### config.mk
export PLATFORM = sky130hd
export DESIGN_NAME = srcs_ctrl
export DESIGN_NICKNAME = d
export VERILOG_FILES = /design/src/hw/rtl/srcs_pkg.sv /design/src/hw/rtl/srcs_ctrl.sv
export SDC_FILE = /design/constraint.sdc
export NUM_CORES = 1
export LEC_CHECK = 0
export BUFFER_PORTS_ARGS = -buffer_cell sky130_fd_sc_hd__buf_2
export CORE_AREA = 8 8 45 47
export CTS_CLUSTER_DIAMETER = 50
export CTS_CLUSTER_SIZE = 24
export DETAILED_ROUTE_END_ITERATION = 12
export DIE_AREA = 0 0 53 55
export HOLD_SLACK_MARGIN = 0.02
export SETUP_SLACK_MARGIN = 0.3
export SYNTH_ARGS = -nofsm -noshare
export SYNTH_HDL_FRONTEND = slang
export SYNTH_SLANG_ARGS = --single-unit
### constraint.sdc
create_clock -name i_clk -period 2.2 [get_ports i_clk]
set_clock_uncertainty 0.1 [all_clocks]
set_input_delay 0.33 -clock i_clk [delete_from_list [all_inputs] [get_ports i_clk]]
set_output_delay 0.33 -clock i_clk [all_outputs]
set_load 0.05 [all_outputs]
### src/hw/rtl/srcs_pkg.sv
// shared types and constants for the sorted range count search block
// no dependencies; used by srcs_ctrl, srcs_dp and the top level of the block
package srcs_pkg;

    // fixed field widths
    localparam int CFG_W = 11;
    localparam int IDX_W = 10;
    localparam int VAL_W = 32;
    localparam int RES_W = 12;

    // request mode codes
    localparam logic MODE_LOAD  = 1'b0;
    localparam logic MODE_QUERY = 1'b1;

    // controller to datapath commands
    typedef struct packed {
        logic load_point;   // write one point into the store
        logic start_query;  // latch keys and open both search intervals
        logic step;         // run one probe of both searches
        logic emit;         // capture the difference into the output register
    } t_cmd;

    // datapath to controller status
    typedef struct packed {
        logic search_done;  // both search intervals are empty
    } t_status;

endpackage

### src/hw/rtl/srcs_ctrl.sv
// controller: request handshakes, search sequencing and output valid
// depends on srcs_pkg for the command and status structs
module srcs_ctrl (
    input  logic              i_clk,
    input  logic              i_rst_n,
    input  logic              i_in_valid,
    output logic              o_in_ready,
    input  logic              i_mode,
    output logic              o_out_valid,
    input  logic              i_out_ready,
    output srcs_pkg::t_cmd    o_cmd,
    input  srcs_pkg::t_status i_status
);

    typedef enum logic {
        ST_IDLE,
        ST_SEARCH
    } t_state;

    t_state r_state;
    t_state n_state;
    logic   r_out_valid;
    logic   n_out_valid;
    logic   in_accept;
    logic   slot_free;

    assign o_in_ready  = (r_state == ST_IDLE);
    assign o_out_valid = r_out_valid;
    assign in_accept   = i_in_valid && o_in_ready;
    assign slot_free   = !r_out_valid || i_out_ready;

    // commands to the datapath
    always_comb begin
        o_cmd             = '0;
        o_cmd.load_point  = in_accept && (i_mode == srcs_pkg::MODE_LOAD);
        o_cmd.start_query = in_accept && (i_mode == srcs_pkg::MODE_QUERY);
        o_cmd.step        = (r_state == ST_SEARCH);
        o_cmd.emit        = (r_state == ST_SEARCH) && i_status.search_done && slot_free;
    end

    // next state and output valid
    always_comb begin
        n_state     = r_state;
        n_out_valid = r_out_valid;
        if (r_out_valid && i_out_ready) begin
            n_out_valid = 1'b0;
        end
        case (r_state)
            ST_IDLE: begin
                if (o_cmd.start_query) begin
                    n_state = ST_SEARCH;
                end
            end
            ST_SEARCH: begin
                if (o_cmd.emit) begin
                    n_state     = ST_IDLE;
                    n_out_valid = 1'b1;
                end
            end
            default: begin
                n_state = ST_IDLE;
            end
        endcase
    end

    always_ff @(posedge i_clk) begin
        if (!i_rst_n) begin
            r_state     <= ST_IDLE;
            r_out_valid <= 1'b0;
        end else begin
            r_state     <= n_state;
            r_out_valid <= n_out_valid;
        end
    end

    // a query request always opens a search
    a_query_starts_search: assert property (@(posedge i_clk) disable iff (!i_rst_n)
        o_cmd.start_query |=> (r_state == ST_SEARCH))
        else $error("query accepted without entering search");

    // a new result only appears after both searches finished
    a_result_after_done: assert property (@(posedge i_clk) disable iff (!i_rst_n)
        $rose(r_out_valid) |-> $past(i_status.search_done))
        else $error("result raised before searches finished");

    // a pending result is never overwritten
    a_no_overwrite: assert property (@(posedge i_clk) disable iff (!i_rst_n)
        o_cmd.emit |-> (!r_out_valid || i_out_ready))
        else $error("result emitted into a full output register");

endmodule

==> results.yml <==
run_status:
  outcome: "finished clean"
final_layout:
  fin_nets: 34
  fin_area_um2: 210.2
  final_core_util_pct: 15.19
  drive_above_1_share_pct: 65.38
  fin_cells: 42
  diodes: 0
  syn_to_final_growth_pct: 82.61
sta:
  finalCritPeriodShare_pct: 72.20
  max_clock_freq_ghz: 0.6295
  relSlewSlack_pct: 83.36
  period_minus_slack_ns: 1.588
  tns_ns: 0
  setup_viol: 0
  slew_violations: 0
  worst_pin_slew_ns: 0.2513
  rsz0062_at_grt: "false"
  finalHoldViolations: 0
yosys:
  synth_cells: 13
  ys_seq_elements: 2
  yosys_warnings: 0
  ys_seq_area_share_pct: 34.78
  synth_area_per_cell_um2: 8.855
  syn-cell-area_um2: 115.1
  synthDistinctLibCells: 10
  synth_fp_nets: 19
clock_tree:
  ctsLongestPathBuffers: 2
  ctsHoldBuffers: 0
  post-cts-setup-buffer-count: 0
  clock_latency_ns: 0.22
  clk_pin_slew_worst_paths_ns: 0.03
  cts.repair.resized: 0
  clock-root-buffer: "clkbuf_4"
  cts-buffers-inserted: 3
  cts_tree: "done"
  h-tree-depth: 1
  clock-sinks: 2
worst_setup_path:
  cp.required_ns: 1.77
  start_kind: "flop"
  crit_type: "flop to output port"
  arrival_ns: 1.16
  cp_max_fo: 6
  worstSetupEndpointType: "output port"
floorplan:
  start_util_pct: 8.318
  fp.dieW_um: 53
  ios: 12
  core_um2: 1384
  die_h_um: 55
  placementRows: 14
  dieArea_um2: 2915
grt:
  grt_pass1_wl_um: 448
  grt_pass1_vias: 144
  grt_overflow_total: 0
  antenna_found_initial: 0
  track_usage_pct: 2.728
  grt_max_degree: 7
routing:
  viasPerCell: 3.119
  drcViolationCount: 0
  first_pass_iters: 1
  post_drt_wl_per_cell_um: 8.190
  vias: 131
  drt-initial-drc-count: 0
  routed_wirelength_um: 344
  antenna_left: 0
power:
  p_leak_nw: 0.1113
  powerDensity_nw_per_um2: 798.6
  peakVddDrop_v: 0.00009425
placement:
  port_buffers: 11
  placed_area_um2: 187.7
  gp_congestion: 0.7457
  hpwlAfterDp_um: 303.8
  dpl.cell_count: 39
min_path:
  holdCritPathClass: "input port to flop"
job:
  drv_cap: 0
==> cells in the final DEF, fill, tap and decap left out <==
cell type,n
nor3b_2,1
dfxtp_1,2
buf_2,11
nor2b_4,1
nand2_1,3
nand2b_1,1
and3b_1,1
a21boi_0,1
o21ai_2,1
clkbuf_4,3
inv_1,1
==> state kept, by name, summed over array words and instances (netlist names) <==
name / flops
o_out_valid: 1
r_state: 1
==> cells in the mapped netlist <==
library cell | number | area [µm²]
nand2_1 | 3 | 11.26
dfxtp_1 | 2 | 40.04
a21boi_0 | 1 | 7.510
and3b_1 | 1 | 8.760
buf_4 | 1 | 7.510
inv_1 | 1 | 3.750
nand2b_1 | 1 | 6.260
nor2b_4 | 1 | 13.76
nor3b_1 | 1 | 7.510
o21ai_2 | 1 | 8.760
==> final timing paths <==
| check | start | endpoint | slack [ns] | cells after the start |
|---|---|---|---|---|
| setup / recovery | r_state$_SDFF_PN0_ | o_cmd[0] | 0.61 | 3 |
| hold reg to reg | o_out_valid$_SDFF_PN0_ | o_out_valid$_SDFF_PN0_ | 0.41 | 2 |
| setup reg to reg | r_state$_SDFF_PN0_ | r_state$_SDFF_PN0_ | 1.26 | 3 |
| hold / removal | i_rst_n | r_state$_SDFF_PN0_ | 0.24 | 3 |
==> per-layer routing <==
metal | track usage, % | up-vias | wire length [µm]
li1 | - | 68 | -
met1 | 1.059 | 55 | 94
met2 | 3.516 | 8 | 166
met3 | 1.872 | 0 | 83
met4 | 7.759 | 0 | 0
met5 | 0 | - | 0
==> final cells by class <==
class,count,area [µm²]
clock buffers,3,22.52
multi-input cells,9,68.82
inverters,1,3.754
fillers,163,1174
well taps,16,20.02
flip-flops and latches,2,40.04
repair buffers,11,55.05
==> report_power, final <==
| part | switching (W) | internal (W) | leakage, nW |
|---|---|---|---|
| sequential | 0.00000262 | 0.0000390 | 0.0164 |
| clock | 0.0000190 | 0.0000600 | 0.0138 |
| combinational | 0.0000341 | 0.0000131 | 0.0811 |
| total | 0.0000557 | 0.000112 | 0.111 |
==> critical path, cell delays in order (launching register included) <==
cell	delay [ns]
dfxtp_1	0.40
nand2_1	0.13
nor2b_4	0.14
buf_2	0.27
==> metrics by stage <==
stage          total power (W)  hold WS, ns  setup slack [ns]
2_1_floorplan       0.00007900       0.3426            0.7522
3_3_place_gp        0.00008992       0.4100            0.8396
3_5_place_dp        0.00009009       0.4111            0.8283
4_1_cts              0.0001746       0.2379            0.5868
5_1_grt              0.0001847       0.2337            0.5425
6_report             0.0001679       0.2421            0.6116
==> cells by family (layout without fill, tap and decap cells) <==
logic type	count (synthesis)	after routing	synth area share (%)
AOI/OAI and AO/OA	2	2	14.13
buffers and inverters	2	15	9.782
DFF	2	2	34.78
and+or+nand+nor	7	7	41.31
Power figures use the tool's default switching activity.
